==> src/design/cvh_pkg.sv <==
package cvh_pkg;

    localparam int MAX_POINTS = 64;
    localparam int COORD_BITS = 16;
    localparam int MIN_HULL   = 3;

    localparam int IDX_BITS  = $clog2(MAX_POINTS);
    localparam int CNT_BITS  = $clog2(MAX_POINTS + 1);
    localparam int DIFF_BITS = COORD_BITS + 1;
    localparam int PROD_BITS = 2 * DIFF_BITS;

    typedef struct packed {
        logic signed [COORD_BITS-1:0] point_x;
        logic signed [COORD_BITS-1:0] point_y;
        logic                         final_point;
    } point_t;

    typedef struct packed {
        logic signed [COORD_BITS-1:0] hull_x;
        logic signed [COORD_BITS-1:0] hull_y;
        logic                         last_vertex;
        logic                         too_few;
        logic                         overflowed;
    } hull_t;

    typedef struct packed {
        logic done;
        logic ccw;
    } orient_t;

endpackage

==> src/design/cvh_orient.sv <==
module cvh_orient (
    input  logic                                 clk,
    input  logic                                 rst_n,
    input  logic                                 go,
    input  logic signed [cvh_pkg::COORD_BITS-1:0] p_x,
    input  logic signed [cvh_pkg::COORD_BITS-1:0] p_y,
    input  logic signed [cvh_pkg::COORD_BITS-1:0] q_x,
    input  logic signed [cvh_pkg::COORD_BITS-1:0] q_y,
    input  logic signed [cvh_pkg::COORD_BITS-1:0] i_x,
    input  logic signed [cvh_pkg::COORD_BITS-1:0] i_y,
    output cvh_pkg::orient_t                      res
);
    import cvh_pkg::*;

    typedef enum logic [1:0] {
        PH_IDLE,
        PH_SECOND,
        PH_DONE
    } phase_t;

    phase_t                       phase_reg;
    logic signed [DIFF_BITS-1:0] op_a;
    logic signed [DIFF_BITS-1:0] op_b;
    logic signed [PROD_BITS-1:0] prod;
    logic signed [PROD_BITS-1:0] a_reg;
    logic signed [PROD_BITS-1:0] b_reg;

    // first product (yi - yp) * (xq - xi), second (xi - xp) * (yq - yi)
    always_comb
    begin
        if (phase_reg == PH_SECOND)
        begin
            op_a = DIFF_BITS'(i_x) - DIFF_BITS'(p_x);
            op_b = DIFF_BITS'(q_y) - DIFF_BITS'(i_y);
        end
        else
        begin
            op_a = DIFF_BITS'(i_y) - DIFF_BITS'(p_y);
            op_b = DIFF_BITS'(q_x) - DIFF_BITS'(i_x);
        end
    end

    assign prod = op_a * op_b;

    always_ff @(posedge clk or negedge rst_n)
    begin
        if (!rst_n)
        begin
            phase_reg <= PH_IDLE;
            a_reg     <= '0;
            b_reg     <= '0;
        end
        else
        begin
            unique case (phase_reg)
                PH_IDLE:
                begin
                    if (go)
                    begin
                        a_reg     <= prod;
                        phase_reg <= PH_SECOND;
                    end
                end
                PH_SECOND:
                begin
                    b_reg     <= prod;
                    phase_reg <= PH_DONE;
                end
                PH_DONE:
                begin
                    phase_reg <= PH_IDLE;
                end
                default:
                begin
                    phase_reg <= PH_IDLE;
                end
            endcase
        end
    end

    assign res.done = (phase_reg == PH_DONE);
    assign res.ccw  = (a_reg < b_reg);

endmodule

==> src/design/convex_hull_gift_wrap.sv <==
// loading: one point beat per cycle until a set's final point is taken, then ready stays low
// walk: a leftmost search reads every point, then each hull vertex scans every point in turn,
// one at a time, set by the one shared multiplier and the single store read port
// emit: S_EMIT_V, S_EMIT_P, S_EMIT_OUT per hull beat, held until the output is free; one beat for a small set
// reset clears the sequencer and counters at once; the point store is never cleared
module convex_hull_gift_wrap (
    input  logic             clk,
    input  logic             rst_n,
    input  logic             point_valid,
    output logic             point_ready,
    input  cvh_pkg::point_t  point,
    output logic             hull_valid,
    input  logic             hull_ready,
    output cvh_pkg::hull_t   hull
);
    import cvh_pkg::*;

    typedef enum logic [3:0] {
        S_LOAD,
        S_FEW,
        S_MIN_RD,
        S_MIN_CHK,
        S_VTX,
        S_Q,
        S_SCAN_RD,
        S_SCAN_GO,
        S_SCAN_WAIT,
        S_STEP,
        S_EMIT_V,
        S_EMIT_P,
        S_EMIT_OUT
    } state_t;

    state_t                        state_reg;
    logic [CNT_BITS-1:0]           cnt_reg;
    logic                          dropped_reg;
    logic                          cut_reg;
    logic [CNT_BITS-1:0]           emitted_reg;
    logic [IDX_BITS-1:0]           i_reg;
    logic [IDX_BITS-1:0]           p_reg;
    logic [IDX_BITS-1:0]           q_reg;
    logic [IDX_BITS-1:0]           start_reg;
    logic [IDX_BITS-1:0]           k_reg;
    logic signed [COORD_BITS-1:0]  p_x_reg;
    logic signed [COORD_BITS-1:0]  p_y_reg;
    logic signed [COORD_BITS-1:0]  q_x_reg;
    logic signed [COORD_BITS-1:0]  q_y_reg;
    hull_t                         hull_reg;
    logic                          hull_valid_reg;

    logic signed [COORD_BITS-1:0]  store_x [MAX_POINTS];
    logic signed [COORD_BITS-1:0]  store_y [MAX_POINTS];
    logic [IDX_BITS-1:0]           vtx_mem [MAX_POINTS];
    logic signed [COORD_BITS-1:0]  rd_x_reg;
    logic signed [COORD_BITS-1:0]  rd_y_reg;
    logic [IDX_BITS-1:0]           vtx_rd_reg;

    logic                          accept;
    logic                          full;
    logic                          wr_en;
    logic                          rd_en;
    logic [IDX_BITS-1:0]           rd_addr;
    logic [CNT_BITS-1:0]           n_minus1;
    logic [IDX_BITS-1:0]           last_idx;
    logic [IDX_BITS-1:0]           p_succ;
    logic [CNT_BITS-1:0]           n_after;
    logic                          out_free;
    logic                          hull_load;
    logic                          emit_last;
    logic                          vtx_wr_en;
    orient_t                       orient;

    assign point_ready = (state_reg == S_LOAD);
    assign accept      = point_valid && point_ready;
    assign full        = (cnt_reg == CNT_BITS'(MAX_POINTS));
    assign wr_en       = accept && !full;
    assign n_minus1    = cnt_reg - CNT_BITS'(1);
    assign last_idx    = n_minus1[IDX_BITS-1:0];
    assign p_succ      = (p_reg == last_idx) ? '0 : p_reg + IDX_BITS'(1);
    assign n_after     = full ? cnt_reg : cnt_reg + CNT_BITS'(1);
    assign out_free    = !hull_valid_reg || hull_ready;
    assign hull_load   = ((state_reg == S_FEW) || (state_reg == S_EMIT_OUT)) && out_free;
    assign emit_last   = (CNT_BITS'(k_reg) + CNT_BITS'(1) == emitted_reg);
    assign vtx_wr_en   = (state_reg == S_VTX) && (emitted_reg != CNT_BITS'(MAX_POINTS));

    always_comb
    begin
        rd_en   = 1'b0;
        rd_addr = i_reg;
        unique case (state_reg)
            S_MIN_RD, S_SCAN_RD:
            begin
                rd_en   = 1'b1;
                rd_addr = i_reg;
            end
            S_VTX:
            begin
                rd_en   = 1'b1;
                rd_addr = p_succ;
            end
            S_EMIT_P:
            begin
                rd_en   = 1'b1;
                rd_addr = vtx_rd_reg;
            end
            default:
            begin
                rd_en   = 1'b0;
                rd_addr = i_reg;
            end
        endcase
    end

    // point store; the vertex list is in the block below
    always_ff @(posedge clk)
    begin
        if (wr_en)
        begin
            store_x[cnt_reg[IDX_BITS-1:0]] <= point.point_x;
            store_y[cnt_reg[IDX_BITS-1:0]] <= point.point_y;
        end
        if (rd_en)
        begin
            rd_x_reg <= store_x[rd_addr];
            rd_y_reg <= store_y[rd_addr];
        end
    end

    always_ff @(posedge clk)
    begin
        if (vtx_wr_en)
        begin
            vtx_mem[emitted_reg[IDX_BITS-1:0]] <= p_reg;
        end
        if (state_reg == S_EMIT_V)
        begin
            vtx_rd_reg <= vtx_mem[k_reg];
        end
    end

    cvh_orient u_orient (
        .clk   (clk),
        .rst_n (rst_n),
        .go    (state_reg == S_SCAN_GO),
        .p_x   (p_x_reg),
        .p_y   (p_y_reg),
        .q_x   (q_x_reg),
        .q_y   (q_y_reg),
        .i_x   (rd_x_reg),
        .i_y   (rd_y_reg),
        .res   (orient)
    );

    always_ff @(posedge clk or negedge rst_n)
    begin
        if (!rst_n)
        begin
            state_reg      <= S_LOAD;
            cnt_reg        <= '0;
            dropped_reg    <= 1'b0;
            cut_reg        <= 1'b0;
            emitted_reg    <= '0;
            i_reg          <= '0;
            p_reg          <= '0;
            q_reg          <= '0;
            start_reg      <= '0;
            k_reg          <= '0;
            p_x_reg        <= '0;
            p_y_reg        <= '0;
            q_x_reg        <= '0;
            q_y_reg        <= '0;
            hull_reg       <= '0;
            hull_valid_reg <= 1'b0;
        end
        else
        begin
            if (hull_valid_reg && hull_ready && !hull_load)
            begin
                hull_valid_reg <= 1'b0;
            end

            unique case (state_reg)
                S_LOAD:
                begin
                    if (accept)
                    begin
                        if (full)
                        begin
                            dropped_reg <= 1'b1;
                        end
                        else
                        begin
                            cnt_reg <= cnt_reg + CNT_BITS'(1);
                        end
                        if (point.final_point)
                        begin
                            emitted_reg <= '0;
                            cut_reg     <= 1'b0;
                            i_reg       <= '0;
                            if (n_after < CNT_BITS'(MIN_HULL))
                            begin
                                state_reg <= S_FEW;
                            end
                            else
                            begin
                                state_reg <= S_MIN_RD;
                            end
                        end
                    end
                end
                S_FEW:
                begin
                    if (out_free)
                    begin
                        hull_reg.hull_x      <= '0;
                        hull_reg.hull_y      <= '0;
                        hull_reg.last_vertex <= 1'b1;
                        hull_reg.too_few     <= 1'b1;
                        hull_reg.overflowed  <= dropped_reg;
                        hull_valid_reg       <= 1'b1;
                        cnt_reg              <= '0;
                        dropped_reg          <= 1'b0;
                        state_reg            <= S_LOAD;
                    end
                end
                S_MIN_RD:
                begin
                    state_reg <= S_MIN_CHK;
                end
                // leftmost point, first one wins on ties
                S_MIN_CHK:
                begin
                    if (i_reg == '0 || rd_x_reg < p_x_reg)
                    begin
                        start_reg <= i_reg;
                        p_reg     <= i_reg;
                        p_x_reg   <= rd_x_reg;
                        p_y_reg   <= rd_y_reg;
                    end
                    if (i_reg == last_idx)
                    begin
                        state_reg <= S_VTX;
                    end
                    else
                    begin
                        i_reg     <= i_reg + IDX_BITS'(1);
                        state_reg <= S_MIN_RD;
                    end
                end
                S_VTX:
                begin
                    if (emitted_reg == CNT_BITS'(MAX_POINTS))
                    begin
                        cut_reg   <= 1'b1;
                        k_reg     <= '0;
                        state_reg <= S_EMIT_V;
                    end
                    else
                    begin
                        emitted_reg <= emitted_reg + CNT_BITS'(1);
                        q_reg       <= p_succ;
                        state_reg   <= S_Q;
                    end
                end
                S_Q:
                begin
                    q_x_reg   <= rd_x_reg;
                    q_y_reg   <= rd_y_reg;
                    i_reg     <= '0;
                    state_reg <= S_SCAN_RD;
                end
                S_SCAN_RD:
                begin
                    state_reg <= S_SCAN_GO;
                end
                S_SCAN_GO:
                begin
                    state_reg <= S_SCAN_WAIT;
                end
                S_SCAN_WAIT:
                begin
                    if (orient.done)
                    begin
                        if (orient.ccw)
                        begin
                            q_reg   <= i_reg;
                            q_x_reg <= rd_x_reg;
                            q_y_reg <= rd_y_reg;
                        end
                        if (i_reg == last_idx)
                        begin
                            state_reg <= S_STEP;
                        end
                        else
                        begin
                            i_reg     <= i_reg + IDX_BITS'(1);
                            state_reg <= S_SCAN_RD;
                        end
                    end
                end
                S_STEP:
                begin
                    p_reg   <= q_reg;
                    p_x_reg <= q_x_reg;
                    p_y_reg <= q_y_reg;
                    if (q_reg == start_reg)
                    begin
                        k_reg     <= '0;
                        state_reg <= S_EMIT_V;
                    end
                    else
                    begin
                        state_reg <= S_VTX;
                    end
                end
                S_EMIT_V:
                begin
                    state_reg <= S_EMIT_P;
                end
                S_EMIT_P:
                begin
                    state_reg <= S_EMIT_OUT;
                end
                S_EMIT_OUT:
                begin
                    if (out_free)
                    begin
                        hull_reg.hull_x      <= rd_x_reg;
                        hull_reg.hull_y      <= rd_y_reg;
                        hull_reg.last_vertex <= emit_last;
                        hull_reg.too_few     <= 1'b0;
                        hull_reg.overflowed  <= dropped_reg | cut_reg;
                        hull_valid_reg       <= 1'b1;
                        if (emit_last)
                        begin
                            cnt_reg     <= '0;
                            dropped_reg <= 1'b0;
                            cut_reg     <= 1'b0;
                            state_reg   <= S_LOAD;
                        end
                        else
                        begin
                            k_reg     <= k_reg + IDX_BITS'(1);
                            state_reg <= S_EMIT_V;
                        end
                    end
                end
                default:
                begin
                    state_reg <= S_LOAD;
                end
            endcase
        end
    end

    assign hull_valid = hull_valid_reg;
    assign hull       = hull_reg;

    a_few_is_last: assert property (@(posedge clk) disable iff (!rst_n)
        hull_valid && hull.too_few |-> hull.last_vertex)
        else $error("small-set beat not marked last");

    a_cnt_range: assert property (@(posedge clk) disable iff (!rst_n)
        cnt_reg <= CNT_BITS'(MAX_POINTS))
        else $error("point count beyond capacity");

    a_walk_range: assert property (@(posedge clk) disable iff (!rst_n)
        emitted_reg <= CNT_BITS'(MAX_POINTS))
        else $error("vertex count beyond capacity");

    a_final_busy: assert property (@(posedge clk) disable iff (!rst_n)
        point_valid && point_ready && point.final_point |=> !point_ready)
        else $error("input taken right after final point");

    a_emit_nonempty: assert property (@(posedge clk) disable iff (!rst_n)
        state_reg == S_EMIT_OUT |-> emitted_reg != '0)
        else $error("emit with empty vertex list");

endmodule

==> config.mk <==
export PLATFORM = sky130hd
export DESIGN_NAME = convex_hull_gift_wrap
export DESIGN_NICKNAME = d
export VERILOG_FILES = /design/src/design/cvh_pkg.sv /design/src/design/cvh_orient.sv /design/src/design/convex_hull_gift_wrap.sv
export SDC_FILE = /design/constraint.sdc
export NUM_CORES = 2
export LEC_CHECK = 0
export ABC_AREA = 1
export BUFFER_PORTS_ARGS = -buffer_cell sky130_fd_sc_hd__buf_4
export CAP_MARGIN = 0
export CORE_ASPECT_RATIO = 1.25
export CORE_MARGIN = 4
export CORE_UTILIZATION = 45
export CTS_CLUSTER_SIZE = 12
export DETAILED_ROUTE_END_ITERATION = 8
export MAX_ROUTING_LAYER = met4
export PLACE_DENSITY = 0.62
export SETUP_SLACK_MARGIN = 0.02
export SLEW_MARGIN = 20
export SYNTH_ARGS = -nofsm -noshare
export SYNTH_HDL_FRONTEND = slang
export SYNTH_SLANG_ARGS = --single-unit
==> constraint.sdc <==
create_clock -name clk -period 11.5 [get_ports clk]
set_input_delay 2.3 -clock clk [delete_from_list [all_inputs] [get_ports clk]]
set_output_delay 2.3 -clock clk [all_outputs]
set_load 0.005 [all_outputs]
Yosys cells after proc, flatten, opt, wreduce, memory -nomap -nowiden
Memories as Yosys holds them, arrays and structs flattened. A register that Yosys moved wholly into a read port is not among the register bits.
Cells that the tools add are included.
{ "word_totals": {"n_memories": 3, "wordCells": 191, "input_bits": 37, "ramBits": 2432, "reg_bits": 220} }
{ "classes": {"mux": 75, "bitwise": 1, "multipliers": 1, "eq_ne": 35, "n_reduce_logical": 39, "add_sub_neg": 11, "order_cmp": 3} }
{ "memory_table": {"columns": ["memory", "words", "word_bits", "read_ports", "rd_ports_with_merged_regs", "wr", "line", "text"], "rows": [
  ["store_x", 64, 16, 1, 1, 1, "convex_hull_gift_wrap.sv:51", "logic signed [COORD_BITS-1:0] store_x [MAX_POINTS];"],
  ["store_y", 64, 16, 1, 1, 1, "convex_hull_gift_wrap.sv:52", "logic signed [COORD_BITS-1:0] store_y [MAX_POINTS];"],
  ["vtx_mem", 64, 6, 1, 1, 1, "convex_hull_gift_wrap.sv:53", "logic [IDX_BITS-1:0] vtx_mem [MAX_POINTS];"]
]} }
{ "op_table": {"columns": ["op", "count"], "rows": [
  ["16-bit one-hot mux with 2 select lines", 4],
  ["16-bit two-way mux", 6],
  ["6-bit two-way mux", 13],
  ["35-bit two-way mux", 2],
  ["35-bit one-hot mux with 2 select lines", 1],
  ["16-bit by 16-bit subtractor with 17-bit output", 4],
  ["7-bit two-way mux", 8],
  ["4-bit one-hot mux with 13 select lines", 1],
  ["4-bit two-way mux", 9],
  ["6-bit one-hot mux with 2 select lines", 3],
  ["34-bit < comparator", 1],
  ["17-bit by 17-bit multiplier with 34-bit output", 1],
  ["17-bit two-way mux", 2],
  ["6-bit one-hot mux with 4 select lines", 1],
  ["7-bit one-hot mux with 3 select lines", 1],
  ["4-bit equality test, second input constant", 5],
  ["6-bit by 1-bit adder with 6-bit output, second input constant", 3],
  ["6-bit equality test", 3],
  ["2-bit inequality test, second input constant", 9],
  ["6-bit one-hot mux with 3 select lines", 1],
  ["4-bit by 3-bit equality test with 1-bit output, second input constant", 4],
  ["16-bit < comparator", 1],
  ["1-bit two-way mux", 16],
  ["5-bit AND reduction", 3],
  ["33 further kinds", 63]
]} }

Logic depth before layout (Yosys ltp)
{ "depth": {"ltp_word": 8, "ltp_mapped": 44} }

By module
Synthesis repeated with hierarchy kept, for this count alone.
{ "unflattened": {"cells_unflattened": 12948, "area_unflattened_um2": 132091.7} }
{ "modules_own_cells": {"columns": ["mod", "cells_per_inst", "n_inst", "area_per_inst_um2"], "rows": [
  ["convex_hull_gift_wrap", 10225, 1, 112781.9],
  ["cvh_orient", 2723, 1, 19309.8]
]} }

Worst setup path before layout
OpenSTA, ideal clock, no wires.
{ "synth_path": {"path_kind": "register to register", "startpoint": "register rd_y_reg[0], read port of store_y", "endpoint": "register u_orient.b_reg[29]", "n_path_buf": 1, "path_stages_with_launch": 39, "t_arrival_ns": 7.110, "setup_slack_ns": 4.259, "required_ns": 11.369, "cell_sequence": "edfxtp_1 > inv_1 > ha_1 > inv_1 > fa_1 > nand3_1 > nand2_1 > nand3_1 > o2111ai_1 > nand3_1 > nand2_1 > nand2_1 > nand4_1 > o211ai_1 > nand2_1 > clkbuf_1 > nor2_1 > inv_1 > [... 3 more ...] > inv_1 > fa_1 > inv_1 > fa_1 > fa_1 > inv_1 > fa_1 > inv_1 > ha_1 > a21oi_1 > inv_1 > a21oi_1 > o21ai_0 > a221oi_1 > nand2_1 > or2_2 > nand3_1 > o21ai_0"} }
{ "synth_via": {"elab_chain_len": 3, "elab_cells_between_ends": 5, "cone_classes": "add/sub: 2; mul: 1; mux: 2"} }
{ "synth_lines": {"columns": ["element", "line", "text"], "rows": [
  ["from (decl)", "convex_hull_gift_wrap.sv:55", "logic signed [COORD_BITS-1:0] rd_y_reg;"],
  ["16-bit by 16-bit subtractor with 17-bit output, on equally long branches", "cvh_orient.sv:38, cvh_orient.sv:34", null],
  ["17-bit two-way mux", "cvh_orient.sv:31", "if (phase_reg == PH_SECOND)"],
  ["17-bit by 17-bit multiplier with 34-bit output (*)", "cvh_orient.sv:43", "assign prod = op_a * op_b;"],
  ["to (signal assigned)", "cvh_orient.sv:66", "b_reg <= prod;"],
  ["to (decl)", "cvh_orient.sv:26", "logic signed [PROD_BITS-1:0] b_reg;"]
]} }
Mark *: on every way between the ends. The rest lies on a longest branch, timed or not.
A chain may end at the register's enable or synchronous reset.

Worst setup path after layout
{ "layout_path": {"startpoint": "register rd_x_reg[1], read port of store_x", "endpoint": "register u_orient.b_reg[26]"} }
{ "layout_via": {"elab_chain_len": 3, "elab_cells_between_ends": 5, "cone_classes": "add/sub: 2; mul: 1; mux: 2"} }
{ "layout_lines": {"columns": ["element", "line", "text"], "rows": [
  ["from (decl)", "convex_hull_gift_wrap.sv:54", "logic signed [COORD_BITS-1:0] rd_x_reg;"],
  ["16-bit by 16-bit subtractor with 17-bit output, on equally long branches", "cvh_orient.sv:33, cvh_orient.sv:39", null],
  ["17-bit two-way mux", "cvh_orient.sv:31", null],
  ["17-bit by 17-bit multiplier with 34-bit output (*)", "cvh_orient.sv:43", null]
]} }
Marked as above.

==> results.rst <==
.. list-table::
   :header-rows: 1

   * - Metric
     - Value
   * - Number of stages on the worst setup path
     - 35
   * - Worst max-slew margin expressed relative to the limit
     - 21.5%
   * - Pin count of the biggest net entering global routing
     - 187
   * - Max Clk Rate
     - 0.114 GHz
   * - Summed negative setup slack over all endpoints
     - 0 ns
   * - Biggest area consumer among synthesized cells
     - sky130_fd_sc_hd__edfxtp_1
   * - Final worst path period share
     - 76.6%
   * - Average wire per standard cell
     - 24.2 um
   * - Maximum cell stage delay along the critical path
     - 0.57 ns
   * - Remaining antenna violation count after routing
     - 0
   * - Post-cts gate resize count
     - 0
   * - Crit Path Max Fanout
     - 12
   * - Synth Area per Inst
     - 10.6 sq um
   * - Cell with the largest stage delay on the worst path
     - sky130_fd_sc_hd__fa_1
   * - Initial antenna violation count
     - 15
   * - Crit path capture type
     - flip-flop
   * - Worst min-delay path class
     - reg -> reg
   * - Input/output buffers
     - 73
   * - Number of standard cells after synthesis
     - 12203
   * - Area share of the largest cell type after synthesis
     - 57.5%
   * - Max-cap check violation count
     - 0
   * - Cts bufs inserted
     - 287
   * - Most common cell after layout, fill and taps aside
     - sky130_fd_sc_hd__nand2_1
   * - Cell chosen for the clock root
     - sky130_fd_sc_hd__clkbuf_16
   * - Result of the run
     - complete, no violations
   * - Worst setup SP type
     - flip-flop
   * - Number of hold-repair buffers added at the cts stage
     - 0
   * - Count of nets after finishing
     - 12552
   * - Filler cell count
     - 25206
   * - CP top delay family
     - adder cells
   * - Wire length of the first global-routing pass
     - 573 mm
   * - Register-to-Register Path Depth
     - 35
   * - Worst Path Buf+Inv
     - 6
   * - Total Wirelength
     - 386 mm
   * - I/O Pins
     - 74
   * - Area of the die
     - 295000 sq um
   * - Final period demand of the worst path
     - 8.80 ns
   * - Clock edge transition at the registers on the reported setup and hold paths
     - 0.06 ns
   * - Die boundary width
     - 487 um
   * - Maximum buffer depth of the clock tree
     - 4
   * - H-Tree Depth
     - 5
   * - Clock Skews
     - 0.0491 ns
   * - Data required time at the worst endpoint
     - 12.21 ns
   * - Number of nets produced by synthesis
     - 12731
   * - Site Rows
     - 219
   * - Number of iterations in the first detailed-routing pass
     - 9
   * - Area growth from synthesis to layout
     - 9.85%
   * - Post-detailed-route DRC marker count
     - 0
   * - Count of buffers added by post-CTS timing repair for setup
     - 0
   * - Arrival time of the worst setup path
     - 9.52 ns
   * - Via count of the first global-routing pass
     - 88849
   * - Latest clock arrival within the worst-skew pair
     - 0.89 ns
   * - Global placer's final weighted congestion
     - 0.939
   * - Endpoints failing setup
     - 0
   * - Fin. max-slew vios
     - 0
   * - Remaining global-route overflow
     - 0
   * - Ys async rst share
     - 8.18%
   * - Warnings, synthesis
     - 0
   * - Path type of the worst setup path
     - reg -> reg
   * - First DRT Iteration DRCs
     - 10309
   * - Number of cells on the worst hold path
     - 2
   * - Most used cells in the layout excluding fill and tap cells
     - 2773 x sky130_fd_sc_hd__nand2_1, 2470 x sky130_fd_sc_hd__edfxtp_1, 2312 x sky130_fd_sc_hd__nand3_1, 1425 x sky130_fd_sc_hd__inv_1, 387 x sky130_fd_sc_hd__nand3b_1
   * - Most used flip-flop cell after synthesis
     - sky130_fd_sc_hd__edfxtp_1
   * - Main area contributors after synthesis
     - sky130_fd_sc_hd__edfxtp_1 57%, sky130_fd_sc_hd__nand3_1 9.0%, sky130_fd_sc_hd__nand2_1 8.1%
   * - Yosys reg bits
     - 2690
   * - Via Count
     - 90840
   * - Setup repair after global routing missed its margin
     - no
   * - Fraction of layout instances using a drive strength above 1
     - 5.80%
   * - Average via count per standard cell
     - 5.69
   * - Detailed-placement wirelength estimate
     - 218 mm
   * - R2r setup slk
     - 2.70 ns
   * - Starting Density
     - 45.3%
   * - Final count of hold timing violations
     - 0
   * - Library cells used by synthesis
     - 56
   * - Global-route total usage across every layer
     - 26.4%
   * - Cell Area, Synth
     - 129000 sq um
   * - Die Height
     - 607 um
   * - Placeable core region
     - 285000 sq um
   * - Slew at the pin with the worst max-slew slack
     - 1.17 ns
   * - Share of the yosys chip area belonging to registers
     - 61.8%
   * - Number of flops mapped to enable cells by yosys
     - 2470
   * - CTS sink count
     - 2690
   * - Clock tree from TritonCTS
     - built
[final timing paths]
kind,endpoint,start
max,u_orient.b_reg[26],rd_x_reg[1]
min,hull[10],hull[10]
max reg2reg,u_orient.b_reg[26],rd_x_reg[1]
min reg2reg,hull[10],hull[10]
max in group asynchronous,u_orient.b_reg[21],rst_n
min in group asynchronous,hull[32],rst_n
[worst min-delay path: cells and delay by family (launching register included)]
| kind | cells | cell delay, ns |
|---|---|---|
| and+or+nand+nor | 1 | 0.05 |
| DFF | 1 | 0.34 |
| AOI/OAI and AO/OA | 1 | 0.06 |
[metal layers]
layer / vias up / global-route usage [%] / share of wire [%]
met4: 0 / 12.0 / 5.1
li1: 41072 / - / -
met3: 793 / 3.70 / 7.9
met5: - / - / 0
met2: 3912 / 42.8 / 48
met1: 45063 / 33.3 / 39
[metrics by stage]
| step | std cells | cell area, sq um | hold slack, ns | worst slack, ns | utilization, % |
|---|---|---|---|---|---|
| floorplan | 12203 | 129000 | 0.449 | 4.26 | - |
| global placement | 15491 | 133000 | 0.467 | 2.60 | 46.7 |
| detailed placement | 15491 | 133000 | 0.473 | 2.73 | 46.7 |
| CTS | 15951 | 142000 | 0.487 | 2.72 | 49.7 |
| global route | 15955 | 142000 | 0.497 | 2.09 | 49.7 |
| finish | 15964 | 142000 | 0.486 | 2.70 | 49.7 |
[area by class of cell]
cell class / count / area (sq um) / area share (%)
Clock inverter: 82 / 631 / 0.445
Tap cell: 3757 / 4700 / 3.32
Antenna cell: 12 / 30.0 / 0.0212
Timing Repair Buffer: 240 / 2070 / 1.46
Sequential cell: 2690 / 79700 / 56.2
Multi-Input combinational cell: 7357 / 41300 / 29.2
Inverter: 1448 / 5460 / 3.85
Clock buffer: 378 / 7830 / 5.52
[synthesized netlist by cell type (all sizes together) (11+ instances only)]
master / count
o21ai: 357
nor3: 39
ha: 190
edfxtp: 2470
clkinv: 13
nor2: 388
nand3b: 387
clkbuf: 291
o221ai: 97
nand4: 17
fa: 301
inv: 1435
buf: 417
dfrtp: 220
a21oi: 324
xnor2: 31
a31oi: 11
nand3: 2313
nand2: 2780
xor2: 39
or2: 11
[cells by family after synthesis]
logic type      Yosys count  share of synthesized area (%)
simple gates           5946                           20.8
flops                  2690                           61.8
buf+inv                2156                           6.69
compound gates          850                           3.73
fa+ha+maj               491                           6.51
xor+xnor                 70                          0.475
Power is left out: the tool's default activity adds up to more than one toggle a clock period on the data nets, which glitch-free logic cannot reach.
